`src/hdl/ecacd_pkg.sv`:
```
// Shared types, codes and constants for the column-density automaton block.
// Used by every module under hdl/ but ecacd_ram; depends on nothing else.
package ecacd_pkg;

    // Command kinds carried by the two-bit user field of an input transfer.
    typedef enum logic [1:0] {
        CMD_ADVANCE  = 2'd0,
        CMD_CLEAR    = 2'd1,
        CMD_SEED     = 2'd2,
        CMD_SEED_RUN = 2'd3
    } cmd_kind_t;

    // Configuration register indexes.
    localparam logic [1:0] CFG_RULE    = 2'd0;
    localparam logic [1:0] CFG_THRESH  = 2'd1;
    localparam logic [1:0] CFG_REVERSE = 2'd2;

    // Reset values of the configuration registers.
    localparam logic [7:0] RULE_RESET    = 8'd60;
    localparam logic [3:0] THRESH_RESET  = 4'd4;
    localparam logic       REVERSE_RESET = 1'b0;

    // Seeding keeps the even cells only and forces cell 0 alive.
    localparam logic [31:0] SEED_EVEN_MASK = 32'h5555_5555;
    localparam logic [31:0] SEED_FORCE     = 32'h0000_0001;
    localparam int          SEED_BITS      = 32;

    // Reported columns are limited to what a 5-bit position can name.
    localparam int MAX_OUT_COLS = 32;

    // Width that holds any count, threshold or span (up to 64 generations).
    localparam int CALC_W = 7;

    // Reciprocal scaling: q = (n * ceil(2^20 / span)) >> 20 is exact for n < 2^14.
    localparam int RECIP_FRAC = 20;
    localparam int RECIP_W    = 21;
    localparam int NUM_W      = 14;

    // Depth of the command queue between front and back.
    localparam int CMDQ_DEPTH = 2;

    // Live configuration as seen by the back end.
    typedef struct packed {
        logic [7:0] rule_number;
        logic [3:0] density_threshold;
        logic       reverse_order;
    } cfg_t;

    // One classified command in the queue.
    typedef struct packed {
        cmd_kind_t   kind;
        logic [31:0] seed;
    } cmd_t;

    // One column result.
    typedef struct packed {
        logic [4:0] column_index;
        logic [7:0] density;
        logic       newest_cell;
        logic       last_column;
    } res_t;

    // Back-end sequencer states.
    typedef enum logic [1:0] {
        BK_IDLE,
        BK_READ,
        BK_WRITE,
        BK_EMIT
    } back_state_t;

    // ceil(2^20 / (span_m1 + 1)) for spans of 1 to 64.
    function automatic logic [RECIP_W-1:0] recip_lut(input logic [5:0] span_m1);
        logic [RECIP_W-1:0] r;
        case (span_m1)
            6'd0:  r = 21'd1048576;
            6'd1:  r = 21'd524288;
            6'd2:  r = 21'd349526;
            6'd3:  r = 21'd262144;
            6'd4:  r = 21'd209716;
            6'd5:  r = 21'd174763;
            6'd6:  r = 21'd149797;
            6'd7:  r = 21'd131072;
            6'd8:  r = 21'd116509;
            6'd9:  r = 21'd104858;
            6'd10: r = 21'd95326;
            6'd11: r = 21'd87382;
            6'd12: r = 21'd80660;
            6'd13: r = 21'd74899;
            6'd14: r = 21'd69906;
            6'd15: r = 21'd65536;
            6'd16: r = 21'd61681;
            6'd17: r = 21'd58255;
            6'd18: r = 21'd55189;
            6'd19: r = 21'd52429;
            6'd20: r = 21'd49933;
            6'd21: r = 21'd47663;
            6'd22: r = 21'd45591;
            6'd23: r = 21'd43691;
            6'd24: r = 21'd41944;
            6'd25: r = 21'd40330;
            6'd26: r = 21'd38837;
            6'd27: r = 21'd37450;
            6'd28: r = 21'd36158;
            6'd29: r = 21'd34953;
            6'd30: r = 21'd33826;
            6'd31: r = 21'd32768;
            6'd32: r = 21'd31776;
            6'd33: r = 21'd30841;
            6'd34: r = 21'd29960;
            6'd35: r = 21'd29128;
            6'd36: r = 21'd28340;
            6'd37: r = 21'd27595;
            6'd38: r = 21'd26887;
            6'd39: r = 21'd26215;
            6'd40: r = 21'd25576;
            6'd41: r = 21'd24967;
            6'd42: r = 21'd24386;
            6'd43: r = 21'd23832;
            6'd44: r = 21'd23302;
            6'd45: r = 21'd22796;
            6'd46: r = 21'd22311;
            6'd47: r = 21'd21846;
            6'd48: r = 21'd21400;
            6'd49: r = 21'd20972;
            6'd50: r = 21'd20561;
            6'd51: r = 21'd20165;
            6'd52: r = 21'd19785;
            6'd53: r = 21'd19419;
            6'd54: r = 21'd19066;
            6'd55: r = 21'd18725;
            6'd56: r = 21'd18397;
            6'd57: r = 21'd18079;
            6'd58: r = 21'd17773;
            6'd59: r = 21'd17477;
            6'd60: r = 21'd17190;
            6'd61: r = 21'd16913;
            6'd62: r = 21'd16645;
            6'd63: r = 21'd16384;
            default: r = 21'd16384;
        endcase
        return r;
    endfunction

endpackage

```
`src/hdl/ecacd_ram.sv`:
```
// Generic single-write, single-read RAM with a registered read port.
// Depends on nothing; instanced for the generation history rows.
module ecacd_ram
#(
    parameter int WIDTH = 32,
    parameter int DEPTH = 8
)
(
    input  logic                                    clk,
    input  logic                                    wen,
    input  logic [((DEPTH > 1) ? $clog2(DEPTH) : 1)-1:0] waddr,
    input  logic [WIDTH-1:0]                        wdata,
    input  logic                                    ren,
    input  logic [((DEPTH > 1) ? $clog2(DEPTH) : 1)-1:0] raddr,
    output logic [WIDTH-1:0]                        rdata
);

    logic [WIDTH-1:0] mem_reg [DEPTH];
    logic [WIDTH-1:0] rdata_reg;

    // Write port and registered read port.
    always_ff @(posedge clk)
    begin
        if (wen)
        begin
            mem_reg[waddr] <= wdata;
        end
        if (ren)
        begin
            rdata_reg <= mem_reg[raddr];
        end
    end

    assign rdata = rdata_reg;

endmodule

```
`src/hdl/ecacd_front.sv`:
```
// Front end: takes input transfers, classifies the command and masks the seed.
// Depends on ecacd_pkg; feeds the command queue.
module ecacd_front
    import ecacd_pkg::*;
(
    input  logic        clk,
    input  logic        rst_n,
    input  logic        in_valid,
    output logic        in_ready,
    input  logic [1:0]  req_type,
    input  logic [31:0] seed_row,
    output cmd_t        cmd,
    output logic        cmd_valid,
    input  logic        cmd_ready
);

    logic hold_valid_reg;
    cmd_t hold_cmd_reg;
    cmd_t cmd_next;
    logic accept;
    logic push;

    // Classify the command and keep only the seed bits that matter.
    always_comb
    begin
        cmd_next.kind = cmd_kind_t'(req_type);
        cmd_next.seed = (seed_row & SEED_EVEN_MASK) | SEED_FORCE;
    end

    assign push     = hold_valid_reg && cmd_ready;
    assign in_ready = !hold_valid_reg || cmd_ready;
    assign accept   = in_valid && in_ready;

    // Holding stage in front of the queue.
    always_ff @(posedge clk or negedge rst_n)
    begin
        if (!rst_n)
        begin
            hold_valid_reg <= 1'b0;
        end
        else if (accept)
        begin
            hold_valid_reg <= 1'b1;
        end
        else if (push)
        begin
            hold_valid_reg <= 1'b0;
        end
    end

    always_ff @(posedge clk)
    begin
        if (accept)
        begin
            hold_cmd_reg <= cmd_next;
        end
    end

    assign cmd       = hold_cmd_reg;
    assign cmd_valid = hold_valid_reg;

endmodule

```
`src/hdl/ecacd_cmd_fifo.sv`:
```
// Short command queue that decouples the front end from the back end.
// Depends on ecacd_pkg for the command type and depth.
module ecacd_cmd_fifo
    import ecacd_pkg::*;
(
    input  logic clk,
    input  logic rst_n,
    input  cmd_t in_cmd,
    input  logic in_valid,
    output logic in_ready,
    output cmd_t out_cmd,
    output logic out_valid,
    input  logic out_ready
);

    localparam int PTRW = (CMDQ_DEPTH > 1) ? $clog2(CMDQ_DEPTH) : 1;
    localparam int CNTW = $clog2(CMDQ_DEPTH + 1);

    cmd_t            slot_reg [CMDQ_DEPTH];
    logic [PTRW-1:0] wr_ptr_reg;
    logic [PTRW-1:0] rd_ptr_reg;
    logic [CNTW-1:0] fill_reg;
    logic            wr;
    logic            rd;

    assign in_ready  = (fill_reg != CNTW'(CMDQ_DEPTH));
    assign out_valid = (fill_reg != '0);
    assign wr        = in_valid && in_ready;
    assign rd        = out_valid && out_ready;
    assign out_cmd   = slot_reg[rd_ptr_reg];

    // Pointers and fill level.
    always_ff @(posedge clk or negedge rst_n)
    begin
        if (!rst_n)
        begin
            wr_ptr_reg <= '0;
            rd_ptr_reg <= '0;
            fill_reg   <= '0;
        end
        else
        begin
            if (wr)
            begin
                wr_ptr_reg <= (wr_ptr_reg == PTRW'(CMDQ_DEPTH - 1)) ? '0 : wr_ptr_reg + 1'b1;
            end
            if (rd)
            begin
                rd_ptr_reg <= (rd_ptr_reg == PTRW'(CMDQ_DEPTH - 1)) ? '0 : rd_ptr_reg + 1'b1;
            end
            if (wr && !rd)
            begin
                fill_reg <= fill_reg + 1'b1;
            end
            else if (rd && !wr)
            begin
                fill_reg <= fill_reg - 1'b1;
            end
        end
    end

    // Queue storage.
    always_ff @(posedge clk)
    begin
        if (wr)
        begin
            slot_reg[wr_ptr_reg] <= in_cmd;
        end
    end

endmodule

```
`src/hdl/ecacd_back.sv`:
```
// Back end: runs the automaton over the history RAM and emits one result per reported column.
// Depends on ecacd_pkg and ecacd_ram.
module ecacd_back
    import ecacd_pkg::*;
#(
    parameter int CELLS       = 32,
    parameter int GENERATIONS = 8
)
(
    input  logic clk,
    input  logic rst_n,
    input  cfg_t cfg,
    input  cmd_t cmd,
    input  logic cmd_valid,
    output logic cmd_ready,
    output res_t res,
    output logic res_valid,
    input  logic res_ready
);

    localparam int OUT_COLS = (CELLS < MAX_OUT_COLS) ? CELLS : MAX_OUT_COLS;
    localparam int CLW      = $clog2(OUT_COLS);
    localparam int XW       = $clog2(CELLS);
    localparam int SW       = (GENERATIONS > 1) ? $clog2(GENERATIONS) : 1;
    localparam int CNTW     = $clog2(GENERATIONS + 1);
    localparam int STW      = $clog2(GENERATIONS + 1);

    back_state_t      state_reg;
    back_state_t      state_next;
    logic [SW-1:0]    newest_reg;
    logic [SW-1:0]    dst;
    logic [CELLS-1:0] cur_row_reg;
    logic [GENERATIONS-1:0] row_valid_reg;
    logic [CNTW-1:0]  cnt_reg [CELLS];
    logic [STW-1:0]   steps_reg;
    logic [CLW-1:0]   col_reg;
    res_t             res_reg;
    logic             res_valid_reg;

    logic [CELLS-1:0] seed_cells;
    logic [CELLS-1:0] next_row;
    logic [CELLS-1:0] old_row;
    logic [CELLS-1:0] ram_rdata;
    logic             ram_wen;
    logic [SW-1:0]    ram_waddr;
    logic [CELLS-1:0] ram_wdata;
    logic             ram_ren;

    logic start_clear;
    logic start_seed;
    logic pop;
    logic step_commit;
    logic issue;
    logic out_free;

    // Oldest-to-newest slot arithmetic: an advance writes the slot below the newest.
    assign dst = (newest_reg == '0) ? SW'(GENERATIONS - 1) : newest_reg - 1'b1;

    // Seed row over the ring; cells without a seed bit start dead.
    // Next generation from the newest row, one rule lookup per cell.
    for (genvar i = 0; i < CELLS; i++)
    begin : g_cell
        localparam int LI = (i == 0) ? CELLS - 1 : i - 1;
        localparam int RI = (i + 1 == CELLS) ? 0 : i + 1;
        if (i < SEED_BITS)
        begin : g_seed
            assign seed_cells[i] = cmd.seed[i];
        end
        else
        begin : g_noseed
            assign seed_cells[i] = 1'b0;
        end
        assign next_row[i] = cfg.rule_number[{cur_row_reg[LI], cur_row_reg[i], cur_row_reg[RI]}];
    end

    // A row never written since the last clear or seed reads as all dead.
    assign old_row = row_valid_reg[dst] ? ram_rdata : '0;

    // History rows, one generation per entry.
    assign ram_wen   = start_seed || step_commit;
    assign ram_waddr = start_seed ? newest_reg : dst;
    assign ram_wdata = start_seed ? seed_cells : next_row;
    assign ram_ren   = (state_reg == BK_READ);

    ecacd_ram #(
        .WIDTH (CELLS),
        .DEPTH (GENERATIONS)
    ) u_hist_ram (
        .clk   (clk),
        .wen   (ram_wen),
        .waddr (ram_waddr),
        .wdata (ram_wdata),
        .ren   (ram_ren),
        .raddr (dst),
        .rdata (ram_rdata)
    );

    assign out_free = !res_valid_reg || res_ready;

    // Sequencer: next state and control strobes.
    always_comb
    begin
        state_next  = state_reg;
        start_clear = 1'b0;
        start_seed  = 1'b0;
        pop         = 1'b0;
        step_commit = 1'b0;
        issue       = 1'b0;
        cmd_ready   = 1'b0;
        case (state_reg)
            BK_IDLE:
            begin
                cmd_ready = 1'b1;
                if (cmd_valid)
                begin
                    pop = 1'b1;
                    case (cmd.kind)
                        CMD_ADVANCE:
                        begin
                            state_next = BK_READ;
                        end
                        CMD_CLEAR:
                        begin
                            start_clear = 1'b1;
                            state_next  = BK_EMIT;
                        end
                        CMD_SEED:
                        begin
                            start_seed = 1'b1;
                            state_next = BK_EMIT;
                        end
                        CMD_SEED_RUN:
                        begin
                            start_seed = 1'b1;
                            state_next = BK_READ;
                        end
                        default:
                        begin
                            state_next = BK_IDLE;
                        end
                    endcase
                end
            end
            BK_READ:
            begin
                state_next = BK_WRITE;
            end
            BK_WRITE:
            begin
                step_commit = 1'b1;
                state_next  = (steps_reg == STW'(1)) ? BK_EMIT : BK_READ;
            end
            BK_EMIT:
            begin
                if (out_free)
                begin
                    issue = 1'b1;
                    if (col_reg == CLW'(OUT_COLS - 1))
                    begin
                        state_next = BK_IDLE;
                    end
                end
            end
            default:
            begin
                state_next = BK_IDLE;
            end
        endcase
    end

    always_ff @(posedge clk or negedge rst_n)
    begin
        if (!rst_n)
        begin
            state_reg <= BK_IDLE;
        end
        else
        begin
            state_reg <= state_next;
        end
    end

    // Automaton state: newest row, row valid bits and per-column live counts.
    always_ff @(posedge clk or negedge rst_n)
    begin
        if (!rst_n)
        begin
            newest_reg    <= '0;
            cur_row_reg   <= '0;
            row_valid_reg <= '0;
            steps_reg     <= '0;
            col_reg       <= '0;
            for (int i = 0; i < CELLS; i++)
            begin
                cnt_reg[i] <= '0;
            end
        end
        else
        begin
            if (pop)
            begin
                steps_reg <= (cmd.kind == CMD_ADVANCE) ? STW'(1) : STW'(GENERATIONS);
                col_reg   <= '0;
            end
            if (start_clear || start_seed)
            begin
                // A seed leaves only the newest row valid; a clear leaves none.
                row_valid_reg <= start_seed ? (GENERATIONS'(1) << newest_reg) : '0;
                cur_row_reg   <= start_seed ? seed_cells : '0;
                for (int i = 0; i < CELLS; i++)
                begin
                    cnt_reg[i] <= start_seed ? CNTW'(seed_cells[i]) : '0;
                end
            end
            if (step_commit)
            begin
                row_valid_reg[dst] <= 1'b1;
                cur_row_reg        <= next_row;
                newest_reg         <= dst;
                steps_reg          <= steps_reg - 1'b1;
                for (int i = 0; i < CELLS; i++)
                begin
                    cnt_reg[i] <= cnt_reg[i] + CNTW'(next_row[i]) - CNTW'(old_row[i]);
                end
            end
            if (issue)
            begin
                col_reg <= col_reg + 1'b1;
            end
        end
    end

    // Density of the current column: 255 * (ones - th) times the span reciprocal.
    logic [XW-1:0]         col_x;
    logic [CALC_W-1:0]     ones;
    logic [CALC_W-1:0]     th;
    logic [CALC_W-1:0]     gens;
    logic [CALC_W-1:0]     diff;
    logic [CALC_W-1:0]     span;
    logic                  active;
    logic [NUM_W-1:0]      num;
    logic [RECIP_W-1:0]    recip;
    logic [NUM_W+RECIP_W-1:0] prod;
    logic [CALC_W-1:0]     pos;
    res_t                  res_next;

    assign col_x  = XW'(col_reg);
    assign ones   = CALC_W'(cnt_reg[col_x]);
    assign th     = CALC_W'(cfg.density_threshold);
    assign gens   = CALC_W'(GENERATIONS);
    assign active = (th < gens) && (ones > th);
    assign diff   = ones - th;
    assign span   = gens - th;
    assign recip  = recip_lut(6'(span - 1'b1));
    assign num    = active ? NUM_W'({diff, 8'b0} - {8'b0, diff}) : '0;
    assign prod   = num * recip;
    assign pos    = cfg.reverse_order ? CALC_W'(CELLS - 1) - CALC_W'(col_reg)
                                      : CALC_W'(col_reg);

    always_comb
    begin
        res_next.column_index = pos[4:0];
        res_next.density      = prod[RECIP_FRAC+7:RECIP_FRAC];
        res_next.newest_cell  = cur_row_reg[col_x];
        res_next.last_column  = (col_reg == CLW'(OUT_COLS - 1));
    end

    // Output register; the back end keeps issuing while the consumer takes results.
    always_ff @(posedge clk or negedge rst_n)
    begin
        if (!rst_n)
        begin
            res_valid_reg <= 1'b0;
        end
        else if (issue)
        begin
            res_valid_reg <= 1'b1;
        end
        else if (res_ready)
        begin
            res_valid_reg <= 1'b0;
        end
    end

    always_ff @(posedge clk)
    begin
        if (issue)
        begin
            res_reg <= res_next;
        end
    end

    assign res       = res_reg;
    assign res_valid = res_valid_reg;

endmodule

```
`src/hdl/elementary_ca_column_density_top.sv`:
```
// Elementary cellular automaton with per-column density results. A command leaves the
// queue, each automaton step reads the history RAM and then writes back, and the
// reported columns, min(CELLS,32) of them, are emitted in turn while the output is taken:
// an advance makes one step, a seed-and-run seeds and makes GENERATIONS steps, and a
// clear or seed makes none. The front end and a two-entry command queue take new
// commands while the back end works. Configuration is not latched per command; the back
// end reads the live configuration registers.
//
// Top level: configuration registers, front end, command queue and back end.
// Depends on ecacd_pkg, ecacd_front, ecacd_cmd_fifo, ecacd_back and ecacd_ram.
module elementary_ca_column_density_top
    import ecacd_pkg::*;
#(
    parameter int CELLS       = 32,
    parameter int GENERATIONS = 8
)
(
    input  logic        clk,
    input  logic        rst_n,
    // Command stream
    input  logic        s_axis_tvalid,
    output logic        s_axis_tready,
    input  logic [31:0] s_axis_tdata,   // [31:0] seed_row
    input  logic [1:0]  s_axis_tuser,   // [1:0] req_type
    // Column result stream
    output logic        m_axis_tvalid,
    input  logic        m_axis_tready,
    output logic [15:0] m_axis_tdata,   // [4:0] column_index, [12:5] density,
                                        // [13] newest_cell, [15:14] zero
    output logic        m_axis_tlast,   // last_column
    // Configuration writes
    input  logic        cfg_valid,
    output logic        cfg_ready,
    input  logic [1:0]  cfg_index,
    input  logic [7:0]  cfg_data
);

    cfg_t cfg_reg;
    cmd_t front_cmd;
    logic front_valid;
    logic front_ready;
    cmd_t queue_cmd;
    logic queue_valid;
    logic queue_ready;
    res_t res;

    // Configuration registers; writes to unknown indexes are dropped.
    assign cfg_ready = 1'b1;

    always_ff @(posedge clk or negedge rst_n)
    begin
        if (!rst_n)
        begin
            cfg_reg.rule_number       <= RULE_RESET;
            cfg_reg.density_threshold <= THRESH_RESET;
            cfg_reg.reverse_order     <= REVERSE_RESET;
        end
        else if (cfg_valid && cfg_ready)
        begin
            case (cfg_index)
                CFG_RULE:    cfg_reg.rule_number       <= cfg_data;
                CFG_THRESH:  cfg_reg.density_threshold <= cfg_data[3:0];
                CFG_REVERSE: cfg_reg.reverse_order     <= cfg_data[0];
                default:     cfg_reg                   <= cfg_reg;
            endcase
        end
    end

    // Command intake and classification.
    ecacd_front u_front (
        .clk       (clk),
        .rst_n     (rst_n),
        .in_valid  (s_axis_tvalid),
        .in_ready  (s_axis_tready),
        .req_type  (s_axis_tuser),
        .seed_row  (s_axis_tdata),
        .cmd       (front_cmd),
        .cmd_valid (front_valid),
        .cmd_ready (front_ready)
    );

    // Queue between front and back.
    ecacd_cmd_fifo u_cmd_fifo (
        .clk       (clk),
        .rst_n     (rst_n),
        .in_cmd    (front_cmd),
        .in_valid  (front_valid),
        .in_ready  (front_ready),
        .out_cmd   (queue_cmd),
        .out_valid (queue_valid),
        .out_ready (queue_ready)
    );

    // Automaton engine and column emitter.
    ecacd_back #(
        .CELLS       (CELLS),
        .GENERATIONS (GENERATIONS)
    ) u_back (
        .clk       (clk),
        .rst_n     (rst_n),
        .cfg       (cfg_reg),
        .cmd       (queue_cmd),
        .cmd_valid (queue_valid),
        .cmd_ready (queue_ready),
        .res       (res),
        .res_valid (m_axis_tvalid),
        .res_ready (m_axis_tready)
    );

    // Pack the result fields onto the stream.
    assign m_axis_tdata = {2'b00, res.newest_cell, res.density, res.column_index};
    assign m_axis_tlast = res.last_column;

endmodule
```
`config.mk`:
```
export PLATFORM = sky130hd
export DESIGN_NAME = elementary_ca_column_density_top
export DESIGN_NICKNAME = d
export VERILOG_FILES = /design/src/hdl/ecacd_pkg.sv /design/src/hdl/ecacd_ram.sv /design/src/hdl/ecacd_front.sv /design/src/hdl/ecacd_cmd_fifo.sv /design/src/hdl/ecacd_back.sv /design/src/hdl/elementary_ca_column_density_top.sv
export SDC_FILE = /design/constraint.sdc
export NUM_CORES = 1
export LEC_CHECK = 0
export ABC_CLOCK_PERIOD_IN_PS = 11800
export BUFFER_PORTS_ARGS = -buffer_cell sky130_fd_sc_hd__buf_4
export CAP_MARGIN = 20
export CORE_MARGIN = 1.5
export CORE_UTILIZATION = 50
export DETAILED_ROUTE_END_ITERATION = 8
export PLACE_DENSITY_LB_ADDON = 0.15
export SETUP_SLACK_MARGIN = 0.02
export SLEW_MARGIN = 0
export SYNTH_ARGS = -nofsm -noshare
export SYNTH_HDL_FRONTEND = slang
export SYNTH_SLANG_ARGS = --single-unit
```
`constraint.sdc`:
```
create_clock -name clk -period 11.8 [get_ports clk]
set_input_delay 0.59 -clock clk [delete_from_list [all_inputs] [get_ports clk]]
set_output_delay 0.59 -clock clk [all_outputs]
set_load 0.01 [all_outputs]
```
==> metrics.txt <==
die area slightly below 80000 um^2; post-route non-filler standard cell count approximately 4500; number of clock sinks between 500 and 600; flops & latches, synth about 560; Async SR Flop Fraction 36.2%; total of cells resized after clock tree synthesis 0; Layout fillers between 6000 and 7000; synthesized-area fraction occupied by xor and xnor cells ~2.4%; maximum clock rate between 90 and 100 MHz; GRT Util Overall approximately a quarter; headroom to the max-slew limit between 20% and 30%; Post-CTS Hold Fix Bufs 0; library cell with the largest summed area after synthesis sky130_fd_sc_hd__edfxtp_1; width of the die 281 um; worst slack after detailed placement roughly 1200 ps; clock buffer depth 3; worst-case clock skew ~57 ps; Routed wire per std cell 22.6 um; startpoint kind of the worst setup timing path flip-flop; DRC 0; antenna fix cells 0; via count of the first global-routing pass ~27000; standard cell with the maximum stage delay on the critical path sky130_fd_sc_hd__and2_1; critical path data arrival time roughly 11000 ps; Detail Placement HPWL between 70 and 80 mm; multi-input combinational cell area between 20000 and 25000 um^2; TritonRoute pass-1 iters 5; most common library cell in the layout ignoring fill and taps sky130_fd_sc_hd__inv_1; required time of the critical path around 12000 ps; standard cell core area 76200 um^2; commonest non-fill, non-tap cells in the layout sky130_fd_sc_hd__inv_1, sky130_fd_sc_hd__nand2_1, sky130_fd_sc_hd__edfxtp_1; final core occ between 50% and 60%; CP Capture Type flip-flop; CTS buffer count 59; area share of fa/ha/maj cells after synthesis between 10% and 20%; min Tclk post-route 10710 ps; proportion of synthesized area in mux cells ~13%; sequential share of the synthesized area about two fifths; Skew-Pair Late Insertion Delay ~650 ps; Clock Root Buffer sky130_fd_sc_hd__clkbuf_16; count of pins on the block boundary approximately 70; class of the tightest hold or removal check input port to asynchronous set/reset pin; final net count about 3900; worst-case setup margin in the final layout between 1000 and 1500 ps; maximum level of the CTS H-tree 2; pin slew with the least headroom to its limit about 1100 ps; number of post-CTS setup repair buffers 0; first-pass GRT wire length 161 mm; final clock period utilization by the worst path between 90% and 100%; post-detailed-route count of antenna-violating nets 0; Final setup viols 0; vias post-DR around 26000; Ys Warns 0; category of the critical setup timing path flip-flop to flip-flop; run status finished, violations left; Die Ht between 200 and 300 um; post-route setup TNS 0 ps; final routed wirelength across all metal layers approximately 100 mm; Cells after Synth 3431; share of cells above drive strength 1 between 10% and 20%; FP Rows roughly 100; Synth top area share about 28%; final-layout worst hold slack -34.8 ps; Pins Over Slew Limit 0; kind of cell adding the most delay to the critical path adder cells; Max stage delay on crit path approximately 850 ps; Starting DRT DRC Count 2273; violated checks negative hold slack; largest net degree at the start of global routing 153; cell types with the largest area share after synthesis sky130_fd_sc_hd__edfxtp_1, sky130_fd_sc_hd__dfrtp_1, sky130_fd_sc_hd__fa_1; unrepaired setup endpoints after global routing no; Most used DFF post-synth sky130_fd_sc_hd__edfxtp_1; number of port buffers 48; critical path's most frequent cell sky130_fd_sc_hd__fa_1; distinct cell type count after synthesis 80; routed via count divided by cell count about 6; area of all sequential standard cells 15700 um^2; sum of overflow across all layers after global routing 0; crit path buf inv count 4; CTS tree built; flip-flop count of the largest register after layout roughly 260; final hold violation count 19; antenna violations before repair 2; area share of and/or/nand/nor cells after synthesis 10.2%; clock-pin transition on the worst setup and hold timing paths ~60 ps; post-synthesis compound-gate area fraction 7.82%; maximum fanout along the worst path 37; synthesized area per cell around 11 um^2; largest family of logic cells by synthesized area adder cells; initial core utilization between 50% and 60%; Mapped Area roughly 39000 um^2; Routability Congestion about 0.91; EDFF count, synth approximately 350; number of placed cells counting well taps between 4000 and 5000; maximum capacitance violations 0; area delta synth->final 9.26%
-- worst paths after layout --
| check | startpoint | to | cells after the start | slack [ps] |
|---|---|---|---|---|
| max | u_back.col_reg[0] | u_back.res[9] | 31 | 1090 |
| min | rst_n | u_back.cnt_reg[123] | 1 | -30 |
| min in group clk | s_axis_tuser[0] | u_front.cmd[32] | 1 | 110 |
| max reg2reg | u_back.col_reg[0] | u_back.res[9] | 31 | 1090 |
| max in group asynchronous | rst_n | u_back.col_reg[0] | 3 | 9620 |
| min reg2reg | u_front.cmd[32] | u_cmd_fifo.slot_reg[0][15] | 0 | 440 |
-- cell families after synthesis --
| group | Yosys count |
|---|---|
| compound gates | 480 |
| other cells | 2 |
| buf+inv | 658 |
| mux | 266 |
| flops | 555 |
| xor+xnor | 103 |
| fa+ha+maj | 468 |
| simple gates | 899 |
-- Yosys cell counts, types with 92 or more instances --
| library cell | count |
|---|---|
| sky130_fd_sc_hd__o21ai_0 | 178 |
| sky130_fd_sc_hd__edfxtp_1 | 354 |
| sky130_fd_sc_hd__clkbuf_1 | 183 |
| sky130_fd_sc_hd__dfrtp_1 | 196 |
| sky130_fd_sc_hd__nor2_1 | 186 |
| sky130_fd_sc_hd__nand2_1 | 434 |
| sky130_fd_sc_hd__inv_1 | 435 |
| sky130_fd_sc_hd__mux4_2 | 171 |
| sky130_fd_sc_hd__ha_1 | 231 |
| sky130_fd_sc_hd__nand3_1 | 113 |
| sky130_fd_sc_hd__fa_1 | 237 |
| sky130_fd_sc_hd__a21oi_1 | 92 |
-- through the flow --
step	hold WS, ps	cell area (um^2)
floorplan	294	38600
global placement	424	40200
detailed placement	432	40200
CTS	19.0	42100
global route	33.9	42200
finish	-34.8	42200
-- final cells by class --
class / count / area share (%)
multi-input combinational: 2233 / 48.9
sequential: 555 / 37.2
inverter: 436 / 3.88
clock buffer: 79 / 3.70
tap: 1030 / 3.06
timing repair buffer: 123 / 2.26
clock inverter: 30 / 0.997
-- per-layer routing --
metal | GRT usage (%) | wire length (um) | up-vias
met5 | 0 | 12 | -
met4 | 9.51 | 3670 | 2
met3 | 3.05 | 5470 | 185
met2 | 44.4 | 49000 | 855
met1 | 36.0 | 43100 | 13471
li1 | - | - | 11753
Power is left out: the tool's default activity adds up to more than one toggle a clock period on the data nets, which glitch-free logic cannot reach.
